<file path="src/hdl/b32e_pkg.sv">
package b32e_pkg;

	localparam int DATA_W   = 8;
	localparam int CHAR_W   = 7;
	localparam int SYM_W    = 5;
	localparam int GROUP_LEN = 8;
	localparam int QDEPTH   = 4;
	localparam int QPTR_W   = $clog2(QDEPTH);
	localparam int QCNT_W   = $clog2(QDEPTH + 1);

	localparam logic [CHAR_W-1:0] PAD_CHAR = 7'h3D;

	// Crockford alphabet: 0-9, A-Z without I, L, O, U
	localparam logic [CHAR_W-1:0] CROCKFORD [32] = '{
		7'h30, 7'h31, 7'h32, 7'h33, 7'h34, 7'h35, 7'h36, 7'h37,
		7'h38, 7'h39, 7'h41, 7'h42, 7'h43, 7'h44, 7'h45, 7'h46,
		7'h47, 7'h48, 7'h4A, 7'h4B, 7'h4D, 7'h4E, 7'h50, 7'h51,
		7'h52, 7'h53, 7'h54, 7'h56, 7'h57, 7'h58, 7'h59, 7'h5A
	};

	// One classified byte: up to three alphabet characters, then padding
	typedef struct packed {
		logic [2:0][CHAR_W-1:0] chars;
		logic [1:0]             n_sym;    // 1..3 alphabet characters
		logic [3:0]             n_total;  // 1..8 characters overall
		logic                   fin;      // closes the message
	} b32e_job_t;

endpackage

</file>
<file path="src/hdl/b32e_byte_if.sv">
interface b32e_byte_if;
	logic                         valid;
	logic                         ready;
	logic [b32e_pkg::DATA_W-1:0]  data_byte;
	logic                         final_byte;

	modport source (output valid, output data_byte, output final_byte, input ready);
	modport sink   (input valid, input data_byte, input final_byte, output ready);
endinterface

</file>
<file path="src/hdl/b32e_char_if.sv">
interface b32e_char_if;
	logic                         valid;
	logic                         ready;
	logic [b32e_pkg::CHAR_W-1:0]  symbol_char;
	logic                         last_char;

	modport source (output valid, output symbol_char, output last_char, input ready);
	modport sink   (input valid, input symbol_char, input last_char, output ready);
endinterface

</file>
<file path="src/hdl/b32e_front.sv">
module b32e_front (
	input  logic                clk,
	input  logic                arst_n,
	b32e_byte_if.sink           bytes,
	output b32e_pkg::b32e_job_t job,
	output logic                push,
	input  logic                q_ready
);
	import b32e_pkg::*;

	logic [3:0]  lbits_q;
	logic [2:0]  lcount_q;
	logic [2:0]  sig_q;

	logic [2:0]  cnt;
	logic [3:0]  lmask;
	logic [11:0] acc;
	logic [3:0]  nbits;
	logic        two;
	logic [3:0]  rem;
	logic [3:0]  remb;
	logic [4:0]  sym0;
	logic [4:0]  sym1;
	logic [4:0]  part;
	logic        has_part;
	logic [1:0]  nsym;
	logic [2:0]  sig_new;
	logic [2:0]  pads;
	logic [3:0]  total;

	assign bytes.ready = q_ready;
	assign push        = bytes.valid && q_ready;

	// split the byte plus leftover bits into 5-bit symbols
	always_comb begin
		cnt      = (lcount_q > 3'd4) ? 3'd4 : lcount_q;
		lmask    = (4'b1 << cnt) - 4'd1;
		acc      = {lbits_q & lmask, bytes.data_byte};
		nbits    = {1'b0, cnt} + 4'd8;
		two      = (nbits >= 4'd10);
		sym0     = 5'(acc >> (nbits - 4'd5));
		sym1     = 5'(acc >> (nbits - 4'd10));
		rem      = two ? (nbits - 4'd10) : (nbits - 4'd5);
		remb     = acc[3:0] & ((4'b1 << rem[2:0]) - 4'd1);
		part     = 5'({1'b0, remb} << (3'd5 - rem[2:0]));
		has_part = bytes.final_byte && (rem != 4'd0);
		nsym     = 2'd1 + {1'b0, two} + {1'b0, has_part};
		sig_new  = sig_q + {1'b0, nsym};
		pads     = bytes.final_byte ? (3'd0 - sig_new) : 3'd0;
		total    = {2'b0, nsym} + {1'b0, pads};
		if (total > 4'(GROUP_LEN))
			total = 4'(GROUP_LEN);

		job.chars[0] = CROCKFORD[sym0];
		job.chars[1] = two ? CROCKFORD[sym1] : CROCKFORD[part];
		job.chars[2] = CROCKFORD[part];
		job.n_sym    = nsym;
		job.n_total  = total;
		job.fin      = bytes.final_byte;
	end

	// stream state, back to reset values after the final byte
	always_ff @(posedge clk or negedge arst_n) begin
		if (!arst_n) begin
			lbits_q  <= '0;
			lcount_q <= '0;
			sig_q    <= '0;
		end else if (push) begin
			if (bytes.final_byte) begin
				lbits_q  <= '0;
				lcount_q <= '0;
				sig_q    <= '0;
			end else begin
				lbits_q  <= remb;
				lcount_q <= rem[2:0];
				sig_q    <= sig_new;
			end
		end
	end

endmodule

</file>
<file path="src/hdl/b32e_queue.sv">
module b32e_queue (
	input  logic                clk,
	input  logic                arst_n,
	input  b32e_pkg::b32e_job_t wr_job,
	input  logic                push,
	output logic                not_full,
	output b32e_pkg::b32e_job_t rd_job,
	output logic                not_empty,
	input  logic                pop
);
	import b32e_pkg::*;

	b32e_job_t         mem_q [QDEPTH];
	logic [QPTR_W-1:0] wr_ptr_q;
	logic [QPTR_W-1:0] rd_ptr_q;
	logic [QCNT_W-1:0] cnt_q;

	assign not_full  = (cnt_q != QCNT_W'(QDEPTH));
	assign not_empty = (cnt_q != '0);
	assign rd_job    = mem_q[rd_ptr_q];

	always_ff @(posedge clk) begin
		if (push)
			mem_q[wr_ptr_q] <= wr_job;
	end

	// pointers and fill level
	always_ff @(posedge clk or negedge arst_n) begin
		if (!arst_n) begin
			wr_ptr_q <= '0;
			rd_ptr_q <= '0;
			cnt_q    <= '0;
		end else begin
			if (push)
				wr_ptr_q <= wr_ptr_q + 1'b1;
			if (pop)
				rd_ptr_q <= rd_ptr_q + 1'b1;
			unique case ({push, pop})
				2'b10:   cnt_q <= cnt_q + 1'b1;
				2'b01:   cnt_q <= cnt_q - 1'b1;
				default: cnt_q <= cnt_q;
			endcase
		end
	end

endmodule

</file>
<file path="src/hdl/b32e_back.sv">
module b32e_back (
	input  logic                clk,
	input  logic                arst_n,
	input  b32e_pkg::b32e_job_t job,
	input  logic                job_valid,
	output logic                pop,
	b32e_char_if.source         chars
);
	import b32e_pkg::*;

	logic [2:0]        idx_q;
	logic              out_valid_q;
	logic [CHAR_W-1:0] char_q;
	logic              last_q;

	logic              load;
	logic              at_end;
	logic [CHAR_W-1:0] next_char;

	assign chars.valid       = out_valid_q;
	assign chars.symbol_char = char_q;
	assign chars.last_char   = last_q;

	// pick the current character of the head job
	always_comb begin
		load      = job_valid && (!out_valid_q || chars.ready);
		at_end    = ({1'b0, idx_q} == (job.n_total - 4'd1));
		pop       = load && at_end;
		next_char = (idx_q < {1'b0, job.n_sym}) ? job.chars[idx_q[1:0]] : PAD_CHAR;
	end

	// output register, one character per transfer
	always_ff @(posedge clk or negedge arst_n) begin
		if (!arst_n) begin
			idx_q       <= '0;
			out_valid_q <= 1'b0;
		end else begin
			if (load) begin
				out_valid_q <= 1'b1;
				idx_q       <= at_end ? 3'd0 : idx_q + 3'd1;
			end else if (chars.ready) begin
				out_valid_q <= 1'b0;
			end
		end
	end

	always_ff @(posedge clk) begin
		if (load) begin
			char_q <= next_char;
			last_q <= job.fin && at_end;
		end
	end

endmodule

</file>
<file path="src/hdl/base32_stream_encoder_top.sv">
// Base32 stream encoder, Crockford alphabet with '=' padding. Bytes enter
// most significant bit first, one per transfer; the byte flagged final
// flushes the partial symbol, pads the 8-character group and marks the last
// character. A byte is accepted whenever the four-entry job queue has room,
// also while a character waits at the output. Characters leave at one per
// cycle from the output register while the receiver is ready; a byte yields
// one or two characters (8 per 5 bytes) and a final byte up to 8, so the
// character serializer limits the rate.
module base32_stream_encoder_top (
	input  logic        clk,
	input  logic        arst_n,
	b32e_byte_if.sink   bytes,
	b32e_char_if.source chars
);
	import b32e_pkg::*;

	b32e_job_t wr_job;
	b32e_job_t rd_job;
	logic      push;
	logic      not_full;
	logic      not_empty;
	logic      pop;

	b32e_front u_front (
		.clk     (clk),
		.arst_n  (arst_n),
		.bytes   (bytes),
		.job     (wr_job),
		.push    (push),
		.q_ready (not_full)
	);

	b32e_queue u_queue (
		.clk       (clk),
		.arst_n    (arst_n),
		.wr_job    (wr_job),
		.push      (push),
		.not_full  (not_full),
		.rd_job    (rd_job),
		.not_empty (not_empty),
		.pop       (pop)
	);

	b32e_back u_back (
		.clk       (clk),
		.arst_n    (arst_n),
		.job       (rd_job),
		.job_valid (not_empty),
		.pop       (pop),
		.chars     (chars)
	);

endmodule

</file>
<file path="src/flat_wrapper.sv">
// flat-port wrapper written by rule: the top's interface ports become plain ports
module base32_stream_encoder_top_flat import b32e_pkg::*;
  (clk, arst_n, bytes_valid, bytes_data_byte, bytes_final_byte, bytes_ready, chars_valid, chars_symbol_char, chars_last_char, chars_ready);
  b32e_byte_if bytes_i ();
  b32e_char_if chars_i ();
  input  logic clk;
  input  logic arst_n;
  input wire logic [$bits(bytes_i.valid)-1:0] bytes_valid;
  input wire logic [$bits(bytes_i.data_byte)-1:0] bytes_data_byte;
  input wire logic [$bits(bytes_i.final_byte)-1:0] bytes_final_byte;
  output wire logic [$bits(bytes_i.ready)-1:0] bytes_ready;
  output wire logic [$bits(chars_i.valid)-1:0] chars_valid;
  output wire logic [$bits(chars_i.symbol_char)-1:0] chars_symbol_char;
  output wire logic [$bits(chars_i.last_char)-1:0] chars_last_char;
  input wire logic [$bits(chars_i.ready)-1:0] chars_ready;
  assign bytes_i.valid = bytes_valid;
  assign bytes_i.data_byte = bytes_data_byte;
  assign bytes_i.final_byte = bytes_final_byte;
  assign bytes_ready = bytes_i.ready;
  assign chars_valid = chars_i.valid;
  assign chars_symbol_char = chars_i.symbol_char;
  assign chars_last_char = chars_i.last_char;
  assign chars_i.ready = chars_ready;
  base32_stream_encoder_top u_core (.clk(clk), .arst_n(arst_n), .bytes(bytes_i), .chars(chars_i));
endmodule
</file>
<file path="config.mk">
export PLATFORM = sky130hd
export DESIGN_NAME = base32_stream_encoder_top_flat
export DESIGN_NICKNAME = d
export VERILOG_FILES = /design/src/hdl/b32e_pkg.sv /design/src/hdl/b32e_byte_if.sv /design/src/hdl/b32e_char_if.sv /design/src/hdl/b32e_front.sv /design/src/hdl/b32e_queue.sv /design/src/hdl/b32e_back.sv /design/src/hdl/base32_stream_encoder_top.sv /design/src/flat_wrapper.sv
export SDC_FILE = /design/constraint.sdc
export NUM_CORES = 1
export LEC_CHECK = 0
export BUFFER_PORTS_ARGS = -buffer_cell sky130_fd_sc_hd__buf_2
export CORE_UTILIZATION = 50
export DETAILED_ROUTE_END_ITERATION = 7
export GPL_TIMING_DRIVEN = 0
export PLACE_DENSITY = 0.69
export SKIP_CTS_REPAIR_TIMING = 1
export SYNTH_ARGS = -nofsm -noshare
export SYNTH_HDL_FRONTEND = slang
export SYNTH_SLANG_ARGS = --single-unit
</file>
<file path="constraint.sdc">
create_clock -name clk -period 4.2 [get_ports clk]
set_clock_uncertainty 0.1 [all_clocks]
set_input_delay 0.21 -clock clk [delete_from_list [all_inputs] [get_ports clk]]
set_output_delay 0.21 -clock clk [all_outputs]
set_load 0.05 [all_outputs]
</file>
---- Word level (Yosys, flattened, before mapping) ----
Memory sizes are Yosys's and may differ from the RTL's.
Index checks and enable logic that the tools add are counted.
operators by class
  bitwise gates (word level) .............. 5
  reduce and logical (&&, ||, !) cells .... 11
  add/subtract/negate cells ............... 17
  equal/unequal tests ..................... 4
  shift operators ......................... 5
  muxes and demuxes ....................... 22
  $lt $le $gt $ge ......................... 8
operators by type and width
  operator                                                   count
  two-way mux 7 bit                                          8
  >> shifter 12 x 4 -> 5 bit                                 2
  greater-or-equal comparator 6 bit (second input constant)  3
  inverter 5 -> 6 bit                                        3
  two-way mux 3 bit                                          5
  binary-select mux 7 bit (select 2 bit)                     1
  two-way mux 4 bit                                          3
  subtractor 4 x 1 -> 4 bit (second input constant)          3
  AND 4 bit                                                  2
  left shift 1 x 3 -> 4 bit (first input constant)           2
  adder 3 x 1 -> 3 bit (second input constant)               2
  one-hot mux 3 bit (2 select lines)                         1
  logical AND 1 bit                                          5
  left shift 4 x 3 -> 5 bit                                  1
  adder 2 x 1 -> 2 bit (second input constant)               2
  adder 2 x 3 -> 4 bit                                       1
  adder 3 x 4 -> 4 bit (second input constant)               1
  == test 3 x 4 -> 1 bit                                     1
  greater-or-equal comparator 4 bit (second input constant)  1
  > comparator 4 bit (second input constant)                 1
  two-way mux 1 bit                                          4
  nonzero test 2 bit                                         2
  nonzero test 4 bit                                         1
  subtractor 4 x 3 -> 4 bit (second input constant)          1
  16 further kinds                                           16
word-level totals
  bits in writable memories ............... 112
  word-level logic and storage cells ...... 86
  register bits ........................... 29
  output and inout bits ................... 10
  input bits .............................. 13
  memories ................................ 4
  ROM bits ................................ 672
memories
  name                  words  width  rd ports  clocked after Yosys merged registers in  wr ports  line              source
  (no name shown)       32     7      1         0                                        0         b32e_front.sv:55  job.chars[1] = two ? CROCKFORD[sym1] : CROCKFORD[part];
  (no name shown)       32     7      1         0                                        0         b32e_front.sv:54  job.chars[0] = CROCKFORD[sym0];
  (no name shown)       32     7      1         0                                        0         b32e_front.sv:56  job.chars[2] = CROCKFORD[part];
  u_core.u_queue.mem_q  4      28     1         0                                        1         b32e_queue.sv:13  b32e_job_t mem_q [QDEPTH];

---- Depth between registers and ports, before layout ----
  word-level depth ........................ 14
  depth in mapped cells ................... 22
  mapped depth without buffers ............ 20

---- By module ----
From an unflattened synthesis, not the netlist that was laid out.
second synthesis, totals
  cell total of the unflattened synthesis .. 632
  area total of the unflattened synthesis .. 7,936.4 um^2
by module, submodules not included
  module      times used  cells an instance  sequential area each (um^2)  area an instance (um^2)
  b32e_queue  1           182                3,538.4                      4,440.5
  b32e_front  1           374                250.2                        2,730.1
  b32e_back   1           76                 340.3                        765.7

---- Worst setup path before layout ----
OpenSTA, ideal clock, no wires.
  path kind ............................... flip-flop to flip-flop
  start ................................... register u_core.u_front.lcount_q[2]
  end ..................................... memory u_core.u_queue.mem_q[0][1] in the netlist's numbering, data pin
  data required time ...................... 3.827 ns
  arrival ................................. 4.144 ns
  cell stages (with the launch flop) ...... 23
  library setup time ...................... 0.273 ns
  slack ................................... -0.317 ns
  cell sequence ........................... dfrtp_1 > buf_4 > buf_6 > buf_2 > clkbuf_1 > ha_1 > buf_1 > a32oi_1 > nor2_1 > o21ai_0 > nand2_1 > ha_1 > inv_1 > ha_1 > inv_1 > fa_1 > ha_1 > nand2_1 > inv_1 > ha_1 > a21oi_1 > nor2_1 > nor2b_1
RTL lines
  what                    line              source
  start, declared         b32e_front.sv:12  logic [2:0] lcount_q;
  start signal, assigned  b32e_front.sv:75  lcount_q <= rem[2:0];
  end, declared           b32e_queue.sv:13

==> results.cfg <==
[cts]
h-tree-depth = 4
insertion_delay_ns = 0.42
cts_num_sinks = 141
cts_tree = built
cts.path.max_buffers = 2
cts-root-buf = clkbuf_16
path_clk_slew_ns = 0.06
cts_inserted_buffers = 17

[synthesis]
ys.warnings.count = 0
syn-instance-count = 624
synth_cell_types = 86
syn_nets = 673
synth_top_flop_cell = edfxtp_1
ys_seq_elements = 141
synth_seq_area_share_pct = 52.0
synth_area_um2 = 7940
synth_edf_count = 120
avgSynthCellArea_um2 = 12.7
ys_async_sr_fraction_pct = 14.9

[routing]
top_layer_used = met4
drcViolationCount = 0
via_per_inst = 6.00
m1WireLength_um = 7900
via_count = 5423
routed_wl_um = 17800
wl_per_cell_um = 19.7
postRouteAntennaNets = 0
first_pass_iters = 5
met3_length_um = 750
first_iter_violations = 427
wl_met2_um = 8680

[setup_path]
cp-end-kind = register
reg2regPathDepth = 22
critPathArrivalTime_ns = 4.33
critical_path_class = reg2reg
cp-start-kind = register
crit_slowest_cell = fa_1
cp_cell_sequence = buf_12 -> nor2b_4 -> clkinv_4 -> ha_4 -> buf_6 -> nor2_2 -> a32oi_1 -> nor2_1 -> o21ai_1 -> nand2_1 -> ha_1 -> inv_2 -> ha_4 -> inv_2 -> fa_1 -> ha_1 -> nand2_2 -> inv_2 -> ha_4 -> a21oi_4 -> nand2_2 -> mux2i_4
path_max_fanout = 6
crit_required_ns = 4.34
max_stage_delay_ns = 0.50

[global_route]
grt_pass1_wl_um = 28200
grt_max_degree = 29
overflow = 0
grt_antenna_before_repair = 0
grt_pass1_vias = 5266
grt_usage_pct = 23.0

[floorplan]
ios = 23
die_x_um = 128
die_h_um = 128
rows = 45
dieArea_um2 = 16400
start_util_pct = 51.6
core_um2 = 15400

[worst_hold_path]
whs_path_depth = 1
hp-class = in2reg

[final_layout]
syn2layout_area_growth_pct = 15.2
layout_common_cells = edfxtp_1 (120), nand2_1 (46), inv_1 (32), mux4_2 (32), buf_2 (32)
drive_gt1_share_pct = 25.5
nets = 729
antennaDiodeCount = 0
layout_commonest_cell = edfxtp_1

[placement]
place_ws_ns = -0.739
io_buffers = 21
gp_congestion = 0.942
dp_hpwl_um = 11900

[timing]
rsz0062_at_grt = yes
worst-slew-pin-transition_ns = 0.815
fmax_ghz = 0.238
slew_violations = 0
post-route-period-util_pct = 99.9
final.setup.worst_slack_ns = 0.00242
slew_headroom_pct = 45.4
setup_viol_count_final = 0
period_needed_ns = 4.20
finalHoldViolCount = 0

[outcome]
status = finished clean

[run]
cap_violations = 0
-- metrics by stage --
| step | util, % | std cells | instance area [um2] | hold WS, ns | setup TNS [ns] |
|---|---|---|---|---|---|
| after floorplan | - | 624 | 7960 | -0.186 | 0 |
| after global placement | 54.2 | 856 | 8330 | 0.108 | -8.59 |
| after detailed placement | 54.2 | 856 | 8340 | 0.110 | -9.84 |
| after CTS | 57.8 | 888 | 8890 | -0.333 | -10.30 |
| after global routing | 59.5 | 904 | 9150 | 0.0408 | -2.62 |
| final | 59.5 | 904 | 9150 | 0.0443 | 0 |
-- registers in the layout (all words and copies together), names as in the netlist --
| name | count |
|---|---|
| u_core.u_back.chars.last_char | 1 |
| u_core.u_back.chars.symbol_char | 7 |
| u_core.u_back.chars.valid | 1 |
| u_core.u_back.idx_q | 3 |
| u_core.u_front.lbits_q | 4 |
| u_core.u_front.lcount_q | 3 |
| u_core.u_front.sig_q | 3 |
| u_core.u_queue.cnt_q | 3 |
| u_core.u_queue.mem_q | 112 |
| u_core.u_queue.rd_ptr_q | 2 |
| u_core.u_queue.wr_ptr_q | 2 |
-- Yosys cell counts, drive strengths merged (10+ instances only) --
cell type    n  area [um2]
edfxtp     120        3600
nand2       48         180
inv         39         149
ha          33         413
o21ai       33         176
mux4        32         721
a21oi       29         153
nor2        29         109
buf         27         160
dfrtp       21         526
mux2i       17         170
xnor2       13         114
nor3        12        65.1
o211ai      12        95.1
a21o        10        76.3
-- kinds of logic after synthesis --
logic type / synth area share [%]
buffers and inverters: 4.32
adders and majority gates: 6.08
xor gates and xnor gates: 1.97
DFF: 52.0
AOI/OAI and AO/OA: 13.7
and+or+nand+nor: 9.68
muxes: 12.2
-- cell type report --
type / instances / area [um2]
Buffer: 33 / 203
Clock buffer: 18 / 429
Clock inverter: 14 / 121
Fill cell: 1184 / 6220
Inverter: 39 / 154
Multi-Input combinational cell: 408 / 3580
Sequential cell: 141 / 4130
Tap cell: 211 / 264
Timing Repair Buffer: 40 / 265
-- critical path, delay by kind of cell, from the launching register on --
kind            cells  cell delay [ns]
fa+ha+maj           6             1.77
simple gates        6             0.55
buf+inv             6             0.52
compound gates      3             0.47
flops               1             0.44
mux                 1             0.20
-- final timing paths --
path / from / endpoint / slack, ns
max in group asynchronous: arst_n / u_core.u_front.lcount_q[2]$_DFFE_PN0P_ / 3.43
worst max register to register: u_core.u_front.lcount_q[2]$_DFFE_PN0P_ / u_core.u_queue.mem_q[1][3]$_DFFE_PP_ / 0.002
worst max-delay path: u_core.u_front.lcount_q[2]$_DFFE_PN0P_ / u_core.u_queue.mem_q[1][3]$_DFFE_PP_ / 0.002
min in group asynchronous: arst_n / u_core.u_queue.wr_ptr_q[0]$_DFFE_PN0P_ / 0.19
worst min register to register: u_core.u_front.lbits_q[3]$_DFFE_PN0P_ / u_core.u_front.lbits_q[3]$_DFFE_PN0P_ / 0.39
worst min-delay path: bytes_final_byte / u_core.u_queue.mem_q[0][0]$_DFFE_PP_ / 0.04
-- routing by layer --
layer  GRT usage [%]  up-vias
met5               0        -
met4            9.97        0
met3            3.38       38
met2            38.5      178
met1            29.9     2702
li1                -     2505
Power is left out: the tool's default activity adds up to more than one toggle a clock period on the data nets, which glitch-free logic cannot reach.
